===== src/sv/sweep_point_generator_top_macros.svh =====
// ----------------------------------------------------------------------------
// sweep point generator assertion macros
// concurrent checks on clk, disabled in reset
// ----------------------------------------------------------------------------
`ifndef SWEEP_POINT_GENERATOR_TOP_MACROS_SVH
`define SWEEP_POINT_GENERATOR_TOP_MACROS_SVH

// same-cycle implication
`define SPG_ASSERT(label, ante, cons, msg) \
  label: assert property (@(posedge clk) disable iff (rst) (ante) |-> (cons)) \
    else $error(msg);

// next-cycle implication
`define SPG_ASSERT_NEXT(label, ante, cons, msg) \
  label: assert property (@(posedge clk) disable iff (rst) (ante) |=> (cons)) \
    else $error(msg);

`endif


===== src/sv/spg_pkg.sv =====
// ----------------------------------------------------------------------------
// spg_pkg
// types and codes shared by the sweep point generator modules
// ----------------------------------------------------------------------------
package spg_pkg;

  localparam int CfgIdxW = 3;
  localparam int CfgDataW = 32;

  typedef enum logic [1:0] {
    MODE_START = 2'd0,
    MODE_STEP  = 2'd1,
    MODE_STOP  = 2'd2,
    MODE_NOP   = 2'd3
  } mode_t;

  typedef enum logic [2:0] {
    REG_SWEEP_KIND  = 3'd0,
    REG_START_FREQ  = 3'd1,
    REG_STOP_FREQ   = 3'd2,
    REG_START_AMP   = 3'd3,
    REG_STOP_AMP    = 3'd4,
    REG_POINT_COUNT = 3'd5,
    REG_GEO_SPACING = 3'd6
  } reg_idx_t;

  typedef enum logic [3:0] {
    ST_IDLE,
    ST_LOG_INIT,
    ST_LOG_MUL,
    ST_LOG_ADJ,
    ST_LOG_DONE,
    ST_INTERP_MUL,
    ST_DIV_START,
    ST_DIV_WAIT,
    ST_INTERP_FIN,
    ST_SEARCH,
    ST_DONE
  } core_state_t;

  typedef enum logic [1:0] {
    JOB_START_LOG,
    JOB_STOP_LOG,
    JOB_MID_LOG
  } log_job_t;

  typedef struct packed {
    logic        sweep_kind;
    logic [31:0] start_freq;
    logic [31:0] stop_freq;
    logic [15:0] start_amp;
    logic [15:0] stop_amp;
    logic [15:0] point_count;
    logic        geo_spacing;
  } cfg_t;

  typedef struct packed {
    logic [1:0]         mode;
    logic signed [31:0] magnitude_in;
    logic signed [31:0] phase_in;
    logic signed [31:0] in_phase_in;
    logic signed [31:0] quadrature_in;
    logic signed [31:0] noise_in;
  } in_req_t;

  typedef struct packed {
    logic               recorded;
    logic [15:0]        point_index;
    logic [31:0]        frequency;
    logic [15:0]        amplitude;
    logic signed [31:0] magnitude;
    logic signed [31:0] phase;
    logic signed [31:0] in_phase;
    logic signed [31:0] quadrature;
    logic signed [31:0] noise;
    logic               running;
    logic               osc_enable;
  } out_res_t;

endpackage


===== src/sv/spg_div.sv =====
// ----------------------------------------------------------------------------
// spg_div
// restoring divider by a 16-bit divisor, one quotient bit per cycle
// ----------------------------------------------------------------------------
module spg_div #(
  parameter int DW = 49
) (
  input  logic          clk,
  input  logic          rst,
  input  logic          start,
  input  logic [DW-1:0] dividend,
  input  logic [15:0]   divisor,
  output logic          busy,
  output logic          done,
  output logic [DW-1:0] quotient
);

  localparam int CntW = $clog2(DW + 1);

  logic [15:0]   rem;
  logic [DW-1:0] quo;
  logic [CntW-1:0] cnt;
  logic [16:0]   rem_sh;
  logic          ge;
  logic [15:0]   rem_next;

  always_comb begin
    rem_sh   = {rem, quo[DW-1]};
    ge       = rem_sh >= {1'b0, divisor};
    rem_next = ge ? 16'(rem_sh - {1'b0, divisor}) : rem_sh[15:0];
  end

  always_ff @(posedge clk) begin
    if (rst) begin
      busy <= 1'b0;
      done <= 1'b0;
      cnt  <= '0;
    end else begin
      done <= 1'b0;
      if (start) begin
        quo  <= dividend;
        rem  <= '0;
        cnt  <= CntW'(DW);
        busy <= 1'b1;
      end else if (busy) begin
        rem <= rem_next;
        quo <= {quo[DW-2:0], ge};
        cnt <= cnt - CntW'(1);
        if (cnt == CntW'(1)) begin
          busy <= 1'b0;
          done <= 1'b1;
        end
      end
    end
  end

  assign quotient = quo;

endmodule


===== src/sv/spg_core.sv =====
// ----------------------------------------------------------------------------
// spg_core
// sweep sequencer: command decode, log2 by squaring, interpolation, search
// ----------------------------------------------------------------------------
`include "sweep_point_generator_top_macros.svh"

module spg_core #(
  parameter int LOG_FRAC_BITS = 24
) (
  input  logic              clk,
  input  logic              rst,
  input  spg_pkg::cfg_t     cfg,
  input  logic              start,
  input  spg_pkg::in_req_t  req,
  output logic              idle,
  output logic              done,
  input  logic              take,
  output spg_pkg::out_res_t res
);

  localparam int EW   = 5;
  localparam int LW   = EW + LOG_FRAC_BITS;
  localparam int IW   = (LW > 32) ? LW : 32;
  localparam int PW   = IW + 32;
  localparam int DW   = IW + 17;
  localparam int CntW = $clog2(LOG_FRAC_BITS + 1);

  spg_pkg::core_state_t state, state_next;
  spg_pkg::log_job_t    job;

  logic        sweep_active;
  logic [15:0] current_point;
  logic [15:0] i_r;
  logic [15:0] d_r;
  logic [IW-1:0] ia;
  logic [IW-1:0] ib;
  logic [IW-1:0] q_r;
  logic [IW-1:0] lt;
  logic        log_mode;
  logic        kind_r;
  logic [31:0] lx;
  logic [31:0] m;
  logic [EW-1:0] e_r;
  logic [LOG_FRAC_BITS-1:0] frac;
  logic [CntW-1:0] cnt;
  logic [PW-1:0] prod;
  logic [31:0] lo;
  logic [31:0] hi;
  logic [31:0] mid_r;

  logic          rec_step;
  logic          use_log;
  logic [15:0]   pc_m1;
  spg_pkg::out_res_t res_init;
  logic [EW-1:0] lead_e;
  logic [31:0]   m_init;
  logic [31:0]   m_adj;
  logic          sq_sel;
  logic          div_start;
  logic [IW-1:0] mul_a;
  logic [31:0]   mul_b;
  logic [PW-1:0] mul_p;
  logic          dir_up;
  logic [IW-1:0] diff;
  logic [IW-1:0] lv;
  logic [IW-1:0] r_val;
  logic [32:0]   span;
  logic [31:0]   mid;
  logic [DW-1:0] dividend;
  logic          div_busy;
  logic          div_done;
  logic [DW-1:0] quot;

  // command decode
  always_comb begin
    pc_m1    = cfg.point_count - 16'd1;
    rec_step = (req.mode == spg_pkg::MODE_STEP) && sweep_active &&
               (current_point < cfg.point_count);
    use_log  = !cfg.sweep_kind && cfg.geo_spacing && (cfg.start_freq != 32'd0) &&
               (cfg.stop_freq != 32'd0) && (current_point != 16'd0) &&
               (current_point != pc_m1);
    res_init = '0;
    unique case (req.mode)
      spg_pkg::MODE_START: begin
        res_init.running = 1'b1;
        if (!cfg.sweep_kind) begin
          res_init.frequency = cfg.start_freq;
        end else begin
          res_init.amplitude = cfg.start_amp;
        end
      end
      spg_pkg::MODE_STEP: begin
        if (rec_step) begin
          res_init.recorded    = 1'b1;
          res_init.point_index = current_point;
          res_init.magnitude   = req.magnitude_in;
          res_init.phase       = req.phase_in;
          res_init.in_phase    = req.in_phase_in;
          res_init.quadrature  = req.quadrature_in;
          res_init.noise       = req.noise_in;
          res_init.running     = 1'b1;
        end
      end
      spg_pkg::MODE_STOP: res_init.running = 1'b0;
      default: res_init.running = sweep_active;
    endcase
    res_init.osc_enable = res_init.running;
  end

  // datapath
  always_comb begin
    lead_e = '0;
    for (int k = 0; k < 32; k++) begin
      if (lx[k]) lead_e = EW'(k);
    end
    m_init   = lx << (EW'(31) - lead_e);
    m_adj    = prod[63] ? prod[63:32] : prod[62:31];
    dir_up   = ib >= ia;
    diff     = dir_up ? (ib - ia) : (ia - ib);
    mul_a    = sq_sel ? IW'(m) : diff;
    mul_b    = sq_sel ? m : 32'(i_r);
    mul_p    = PW'(mul_a) * PW'(mul_b);
    lv       = IW'({e_r, frac});
    r_val    = dir_up ? (ia + q_r) : (ia - q_r);
    span     = {1'b0, hi} - {1'b0, lo} + 33'd1;
    mid      = 32'({1'b0, lo} + (span >> 1));
    dividend = DW'(prod[IW+15:0]) + DW'(d_r[15:1]);
  end

  spg_div #(.DW(DW)) u_div (
    .clk      (clk),
    .rst      (rst),
    .start    (div_start),
    .dividend (dividend),
    .divisor  (d_r),
    .busy     (div_busy),
    .done     (div_done),
    .quotient (quot)
  );

  // next state
  always_comb begin
    state_next = state;
    unique case (state)
      spg_pkg::ST_IDLE: begin
        if (start) begin
          if (rec_step) begin
            state_next = use_log ? spg_pkg::ST_LOG_INIT : spg_pkg::ST_INTERP_MUL;
          end else begin
            state_next = spg_pkg::ST_DONE;
          end
        end
      end
      spg_pkg::ST_LOG_INIT: state_next = spg_pkg::ST_LOG_MUL;
      spg_pkg::ST_LOG_MUL:  state_next = spg_pkg::ST_LOG_ADJ;
      spg_pkg::ST_LOG_ADJ: begin
        state_next = (cnt == CntW'(1)) ? spg_pkg::ST_LOG_DONE : spg_pkg::ST_LOG_MUL;
      end
      spg_pkg::ST_LOG_DONE: begin
        unique case (job)
          spg_pkg::JOB_START_LOG: state_next = spg_pkg::ST_LOG_INIT;
          spg_pkg::JOB_STOP_LOG:  state_next = spg_pkg::ST_INTERP_MUL;
          default:                state_next = spg_pkg::ST_SEARCH;
        endcase
      end
      spg_pkg::ST_INTERP_MUL: begin
        state_next = (d_r == 16'd0) ? spg_pkg::ST_INTERP_FIN : spg_pkg::ST_DIV_START;
      end
      spg_pkg::ST_DIV_START: state_next = spg_pkg::ST_DIV_WAIT;
      spg_pkg::ST_DIV_WAIT: begin
        if (div_done) state_next = spg_pkg::ST_INTERP_FIN;
      end
      spg_pkg::ST_INTERP_FIN: begin
        state_next = log_mode ? spg_pkg::ST_SEARCH : spg_pkg::ST_DONE;
      end
      spg_pkg::ST_SEARCH: begin
        state_next = (lo < hi) ? spg_pkg::ST_LOG_INIT : spg_pkg::ST_DONE;
      end
      spg_pkg::ST_DONE: begin
        if (take) state_next = spg_pkg::ST_IDLE;
      end
      default: state_next = spg_pkg::ST_IDLE;
    endcase
  end

  // control outputs
  always_comb begin
    idle      = (state == spg_pkg::ST_IDLE);
    done      = (state == spg_pkg::ST_DONE);
    sq_sel    = (state == spg_pkg::ST_LOG_MUL);
    div_start = (state == spg_pkg::ST_DIV_START);
  end

  always_ff @(posedge clk) begin
    if (rst) begin
      state         <= spg_pkg::ST_IDLE;
      sweep_active  <= 1'b0;
      current_point <= '0;
    end else begin
      state <= state_next;
      unique case (state)
        spg_pkg::ST_IDLE: begin
          if (start) begin
            res    <= res_init;
            kind_r <= cfg.sweep_kind;
            unique case (req.mode)
              spg_pkg::MODE_START: begin
                current_point <= '0;
                sweep_active  <= 1'b1;
              end
              spg_pkg::MODE_STEP: begin
                if (sweep_active && !rec_step) sweep_active <= 1'b0;
                if (rec_step) current_point <= current_point + 16'd1;
              end
              spg_pkg::MODE_STOP: sweep_active <= 1'b0;
              default: ;
            endcase
            i_r      <= current_point;
            d_r      <= pc_m1;
            log_mode <= use_log;
            lx       <= cfg.start_freq;
            job      <= spg_pkg::JOB_START_LOG;
            if (cfg.sweep_kind) begin
              ia <= IW'(cfg.start_amp);
              ib <= IW'(cfg.stop_amp);
            end else begin
              ia <= IW'(cfg.start_freq);
              ib <= IW'(cfg.stop_freq);
            end
          end
        end
        spg_pkg::ST_LOG_INIT: begin
          m    <= m_init;
          e_r  <= lead_e;
          frac <= '0;
          cnt  <= CntW'(LOG_FRAC_BITS);
        end
        spg_pkg::ST_LOG_MUL: prod <= mul_p;
        spg_pkg::ST_LOG_ADJ: begin
          m    <= m_adj;
          frac <= {frac[LOG_FRAC_BITS-2:0], prod[63]};
          cnt  <= cnt - CntW'(1);
        end
        spg_pkg::ST_LOG_DONE: begin
          unique case (job)
            spg_pkg::JOB_START_LOG: begin
              ia  <= lv;
              lx  <= cfg.stop_freq;
              job <= spg_pkg::JOB_STOP_LOG;
            end
            spg_pkg::JOB_STOP_LOG: ib <= lv;
            default: begin
              if (lv <= lt) lo <= mid_r;
              else hi <= mid_r - 32'd1;
            end
          endcase
        end
        spg_pkg::ST_INTERP_MUL: begin
          prod <= mul_p;
          q_r  <= '0;
        end
        spg_pkg::ST_DIV_WAIT: begin
          if (div_done) q_r <= quot[IW-1:0];
        end
        spg_pkg::ST_INTERP_FIN: begin
          if (log_mode) begin
            lt <= r_val;
            lo <= 32'd1;
            hi <= '1;
          end else if (kind_r) begin
            res.amplitude <= r_val[15:0];
          end else begin
            res.frequency <= r_val[31:0];
          end
        end
        spg_pkg::ST_SEARCH: begin
          if (lo < hi) begin
            lx    <= mid;
            mid_r <= mid;
            job   <= spg_pkg::JOB_MID_LOG;
          end else begin
            res.frequency <= lo;
          end
        end
        default: ;
      endcase
    end
  end

  `SPG_ASSERT_NEXT(a_point_advance, start && idle && rec_step,
    current_point == 16'($past(current_point) + 16'd1), "point index did not advance")
  `SPG_ASSERT(a_done_div_idle, done, !div_busy, "divider busy at result")
  `SPG_ASSERT(a_search_low, state == spg_pkg::ST_SEARCH, lo != 32'd0, "search bound at zero")
  `SPG_ASSERT(a_osc_follows, done, res.osc_enable == res.running, "osc enable differs")

endmodule


===== src/sv/sweep_point_generator_top.sv =====
// ----------------------------------------------------------------------------
// sweep_point_generator_top
// sweep sequencer for a reference oscillator, one result per request
// ----------------------------------------------------------------------------
// One request at a time. Start, stop, no-op and non-recording steps go
// straight to the result. A linear step runs the bit-serial divider; a
// single-point sweep skips the divider. A geometric step runs the shared
// squaring multiplier for two log2 evaluations, one linear interpolation
// and up to 32 binary search probes, each a further log2 evaluation.
// A new request is taken while the previous result waits at the output.
module sweep_point_generator_top #(
  parameter int LOG_FRAC_BITS = 24
) (
  input  logic                           clk,
  input  logic                           rst,
  input  logic                           cfg_write,
  input  logic [spg_pkg::CfgIdxW-1:0]    cfg_index,
  input  logic [spg_pkg::CfgDataW-1:0]   cfg_data,
  input  logic                           in_valid,
  output logic                           in_ready,
  input  spg_pkg::in_req_t               in_data,
  output logic                           out_valid,
  input  logic                           out_ready,
  output spg_pkg::out_res_t              out_data
);

  spg_pkg::cfg_t     cfg;
  spg_pkg::out_res_t core_res;
  logic              core_idle;
  logic              core_done;
  logic              load;

  always_ff @(posedge clk) begin
    if (rst) begin
      cfg <= '0;
    end else if (cfg_write) begin
      unique case (cfg_index)
        spg_pkg::REG_SWEEP_KIND:  cfg.sweep_kind  <= cfg_data[0];
        spg_pkg::REG_START_FREQ:  cfg.start_freq  <= cfg_data;
        spg_pkg::REG_STOP_FREQ:   cfg.stop_freq   <= cfg_data;
        spg_pkg::REG_START_AMP:   cfg.start_amp   <= cfg_data[15:0];
        spg_pkg::REG_STOP_AMP:    cfg.stop_amp    <= cfg_data[15:0];
        spg_pkg::REG_POINT_COUNT: cfg.point_count <= cfg_data[15:0];
        spg_pkg::REG_GEO_SPACING: cfg.geo_spacing <= cfg_data[0];
        default: ;
      endcase
    end
  end

  assign in_ready = core_idle;
  assign load     = core_done && (!out_valid || out_ready);

  spg_core #(.LOG_FRAC_BITS(LOG_FRAC_BITS)) u_core (
    .clk   (clk),
    .rst   (rst),
    .cfg   (cfg),
    .start (in_valid && in_ready),
    .req   (in_data),
    .idle  (core_idle),
    .done  (core_done),
    .take  (load),
    .res   (core_res)
  );

  // output register
  always_ff @(posedge clk) begin
    if (rst) begin
      out_valid <= 1'b0;
    end else if (load) begin
      out_valid <= 1'b1;
    end else if (out_ready) begin
      out_valid <= 1'b0;
    end
  end

  always_ff @(posedge clk) begin
    if (load) out_data <= core_res;
  end

endmodule

===== config.mk =====
export PLATFORM = sky130hd
export DESIGN_NAME = sweep_point_generator_top
export DESIGN_NICKNAME = d
export VERILOG_FILES = /design/src/sv/spg_pkg.sv /design/src/sv/spg_div.sv /design/src/sv/spg_core.sv /design/src/sv/sweep_point_generator_top.sv
export VERILOG_INCLUDE_DIRS = /design/src /design/src/sv
export SDC_FILE = /design/constraint.sdc
export NUM_CORES = 2
export LEC_CHECK = 0
export BUFFER_PORTS_ARGS = -buffer_cell sky130_fd_sc_hd__buf_2
export CAP_MARGIN = 10
export CORE_UTILIZATION = 60
export DETAILED_ROUTE_END_ITERATION = 8
export PLACE_DENSITY = 0.85
export SYNTH_ARGS = -nofsm -noshare
export SYNTH_HDL_FRONTEND = slang
export SYNTH_HIERARCHICAL = 1
export SYNTH_SLANG_ARGS = --single-unit
export TNS_END_PERCENT = 1

===== constraint.sdc =====
create_clock -name clk -period 14.1 [get_ports clk]
set_input_delay 2.115 -clock clk [delete_from_list [all_inputs] [get_ports clk]]
set_output_delay 2.115 -clock clk [all_outputs]
set_load 0.01 [all_outputs]

* Word level (Yosys, flattened, before mapping)
Cells that the tools add are included. Widths: inputs -> output; s select.
Operators by class: $add $sub $neg 15, multipliers 1, magnitude comparators 5, eq/ne operators 38, shifts and indexed selects 1, mux-type cells 106, bitwise logic cells 2, reduce and logical (&&, ||, !) cells 63
Operators with widths (count):
- $mux 32 | 24
- $pmux 32 s2 | 6
- $mux 210 | 1
- $pmux 32 s3 | 2
- $mux 161 | 1
- $mux 160 | 1
- $mux 49 | 2
- $mux 48 | 2
- $sub 32x32->32 | 3
- $mux 16 | 5
- $mux 5 | 16
- $add 32x32->32 | 2
- $mul 32x32->64 | 1
- $pmux 16 s2 | 2
- $reduce_bool 32->1 | 2
- $mux 4 | 14
- $add 48x15->49 | 1
- $pmux 24 s2 | 1
- $pmux 4 s11 | 1
- $add 33x1->33 const B | 1
- $sub 32x32->33 | 1
- $ge 32x32->1 | 1
- $le 29x32->1 | 1
- $lt 32x32->1 | 1
- other kinds (51) | 139
Word-level totals: flip-flop bits (word level) 1083, input bits 202, output and inout bits 229, word-level logic and storage cells 286

* Depth between registers and ports, before layout
depth in word-level cells 34, depth in mapped cells 44, mapped depth without buffers 41

* Hierarchy
Netlist, hierarchy kept.
Modules (own cells, without submodules):
- spg_core | instances 1, cells an instance 7660, area an instance 73889.6 µm², seq. area each 19879.1 µm²
- sweep_point_generator_top | instances 1, cells an instance 646, area an instance 11492.3 µm², seq. area each 9118.7 µm²
- spg_div | instances 1, cells an instance 346, area an instance 4197.8 µm², seq. area each 2112.0 µm²

* Worst setup path before layout
OpenSTA, ideal clock, no wires.
path type input to register, start point input port rst, end point register u_core.d_r[0], enable pin, setup time 0.789 ns, arrival 11.326 ns, data required time 13.311 ns, setup slack 1.985 ns, stages 3, buffers on the path 2, cells stage by stage clkbuf_1 > clkbuf_1 > nor2_1
Between the ends: longest elaborated chain between the ends 2
Ends and longest elaborated chain:
- start, declared | RTL line sweep_point_generator_top.sv:15 | input logic rst,
- $not 1->1 (no source line)
- $reduce_and 3->1 (no source line)
- end signal, assigned | RTL line spg_core.sv:219 | d_r <= pc_m1;
- end, declared | RTL line spg_core.sv:34 | logic [15:0] d_r;
Every way passes these cells. A chain may end at the register's enable or synchronous reset.

* Worst setup path after layout
start point register u_core.ia[20], end point register u_core.prod[60], data pin
Between the ends: longest elaborated chain between the ends 4
Ends and longest elaborated chain:
- start, declared | RTL line spg_core.sv:35 | logic [IW-1:0] ia;
- start signal, assigned | RTL line spg_core.sv:224 | ia <= IW'(cfg.start_amp);
- start signal, assigned | RTL line spg_core.sv:227 | ia <= IW'(cfg.start_freq);
- start signal, assigned | RTL line spg_core.sv:247 | ia <= lv;
- $sub 32x32->32 / $ge 32x32->1 (equally long branches) | RTL line spg_core.sv:119, spg_core.sv:118
- $mux 32 (*) | RTL line spg_core.sv:119 | diff = dir_up ? (ib - ia) : (ia - ib);
- $mux 32 (*) | RTL line spg_core.sv:120 | mul_a = sq_sel ? IW'(m) : diff;
- $mul 32x32->64 (*) | RTL line spg_core.sv:122 | mul_p = PW'(mul_a) * PW'(mul_b);
- named net u_core.mul_p[60] | RTL line spg_core.sv:62 | logic [PW-1:0] mul_p;
- end signal, assigned | RTL line spg_core.sv:238 | spg_pkg::ST_LOG_MUL: prod <= mul_p;
- end signal, assigned | RTL line spg_core.sv:259 | prod <= mul_p;
- end, declared | RTL line spg_core.sv:46 | logic [PW-1:0] prod;
Mark *: on every way through the listed nets, which the timed path passes. The rest lies on a longest branch.

==> out/qor.yml <==
synth_fp_nets: 10330
gr-usage-met2_pct: 58.95
ios: 431
drc: 0
clk_pin_slew_ns: 0.07
path_max_fanout: 19
syn_inst: 8652
cts_resized: 0
final-setup-viol-count: 0
busiest_layer: "met2"
critPathCaptureType: "register"
period_share_pct: 93.67
layout_min_cycle_time_ns: 13.21
rsz0062_at_grt: "false"
area_growth_pct: 8.654
max_freq_mhz: 75.72
slew_viol_final: 0
htreeDepth: 3
path_class: "register to register"
avgSynthCellArea_um2: 10.35
grt_max_degree: 149
root_buffer: "clkbuf_16"
max-cap-violations: 0
cts_tree: "done"
detail_route.iter0.violations: 9104
grt_pass1_wl_um: 434900
gp_congestion: 1.058
vias: 69780
fp.dieH_um: 388.4
hold_buffers: 0
antenna_found_initial: 25
first_global_vias: 71110
synth.area.top_cells: "edfxtp_1 32%, fa_1 20%, ha_1 7.9%"
skew_ns: 0.07211
antenna_left: 0
fin_util_pct: 65.76
reg2reg_slack_ns: 0.89
max_stage_delay_ns: 1.06
maxSlewHeadroom_pct: 10.81
numPortBuffers: 430
insertion_delay_ns: 0.75
synth_common_cells: "1270 x inv_1, 940 x edfxtp_1, 904 x fa_1"
fin_nets: 10610
startpoint_type: "register"
initial_core_util_pct: 60.52
dr.pass1.iters: 7
crit_path_top_delay_cell: "o21ai_1"
grt-ovfl-total: 0
yosysWarnings: 6
synthArstFlopShare_pct: 0
cts_buffers: 102
wirelength_um: 291800
synth_area_um2: 89580
synth_top_area_share_pct: 31.51
cp_data_arrival_time_ns: 13.69
synth-edff-count: 940
hp-class: "register to register"
fp.dieW_um: 388.4
ys_ff_latch: 1084
yosysSeqAreaShare_pct: 34.73
clockBufferDepth: 3
dp_hpwl_um: 220400
drt-vias-per-instance: 6.357
cpLargestDelayFamily: "adder cells"
clkSinkCount: 1084
die-area_um2: 150800
yosysUniqueCellTypes: 114
use_met3_pct: 10.68
synth.most_common_cell: "inv_1"
drive_gt1_share_pct: 9.716
ys.flop_type: "edfxtp_1"
worstMarginPinSlew_ns: 1.329
use_met1_pct: 48.49
path_buf_inv: 7
worstPathRequired_ns: 14.58
cpMostUsedCell: "fa_1"
fill_cells: 10980
rows: 141
core-area_um2: 148000
wire_per_inst_um: 26.59
setup_tns_ns: 0
grt_usage_pct: 38.40
outcome: "complete, no violations"
hold_viol: 0
post-cts-setup-buffers: 0
yosys.area.top_type: "edfxtp_1"
-- worst register-to-register path: cells and delay by family, from the launching register on --
family / cells / cell delay (ns)
compound gates: 11 / 4.65
xor+xnor: 2 / 0.37
fa+ha+maj: 10 / 5.04
buf+inv: 7 / 0.70
flops: 1 / 0.39
simple gates: 7 / 1.79
-- cells by family after synthesis --
logic type | after synthesis | synth area share (%)
AO/OA/AOI/OAI | 1344 | 9.829
flip-flops | 1084 | 34.73
XOR/XNOR | 325 | 3.186
buffers and inverters | 1661 | 7.186
AND/OR/NAND/NOR | 2468 | 13.52
adder cells (fa/ha/maj) | 1473 | 28.15
multiplexers | 297 | 3.398
-- path summary, 6_finish.rpt --
check / start / end / depth (start not counted)
max reg2reg: u_core/ia[20] / u_core/prod[60] / 37
min: u_core/res[30] / out_data[30] / 0
max: u_core/ia[20] / u_core/prod[60] / 37
min reg2reg: u_core/res[30] / out_data[30] / 0
-- cell type report --
cell class	instances	area, µm²	share of cell area (%)
Antenna cell	20	50.05	0.05142
Tap cell	1930	2415	2.481
Clock inverter	50	691.9	0.7109
Multi-Input combinational cell	5907	52270	53.70
Clock buffer	143	2808	2.885
Timing Repair Buffer	566	3201	3.288
Sequential cell	1084	31110	31.96
Inverter	1276	4792	4.923
-- per-stage QoR --
step | hold WS (ns) | cells | instance area (µm²) | setup slack (ns)
floorplan | 0.4003 | 8652 | 89580 | 1.985
global placement | 0.4003 | 10760 | 93740 | 1.832
detailed placement | 0.4045 | 10760 | 93740 | 1.480
CTS | 0.3984 | 10950 | 97240 | 1.441
global route | 0.4026 | 10960 | 97290 | 0.7793
finish | 0.3997 | 10980 | 97330 | 0.8926
-- metal layers --
| layer | vias to the layer above | routed length [µm] |
|---|---|---|
| met1 | 34170 | 104500 |
| met3 | 1252 | 35790 |
| met2 | 4799 | 129400 |
| li1 | 29540 | - |
| met4 | 20 | 21830 |
| met5 | - | 299 |
-- registers in the layout (all words and copies together) (netlist names), 49 cells and up --
signal,cells
u_core/prod,64
u_core/u_div/quotient,49
cfg,114
out_data,227
u_core/res,226
-- layout by cell type, fill, tap and decap left out, types with 70 or more instances in the layout --
master | Yosys | final
o21ai_0 | 246 | 245
inv_1 | 1270 | 1269
and2_1 | 298 | 296
clkbuf_16 | 0 | 103
nand2_1 | 743 | 742
fa_1 | 904 | 904
a21oi_1 | 379 | 367
mux2i_1 | 240 | 240
xnor2_1 | 231 | 230
and3_1 | 212 | 212
edfxtp_1 | 940 | 940
buf_4 | 13 | 132
nor3_1 | 83 | 76
a21o_1 | 156 | 156
ha_1 | 569 | 569
nand2b_1 | 232 | 232
buf_2 | 31 | 430
dfxtp_1 | 144 | 144
nor2_1 | 555 | 548
xor2_1 | 93 | 92
nand3_1 | 80 | 79
nand4_1 | 70 | 70
Power is not shown: default switching activity piles up to over one toggle a cycle in this logic, so the estimate is an artifact.
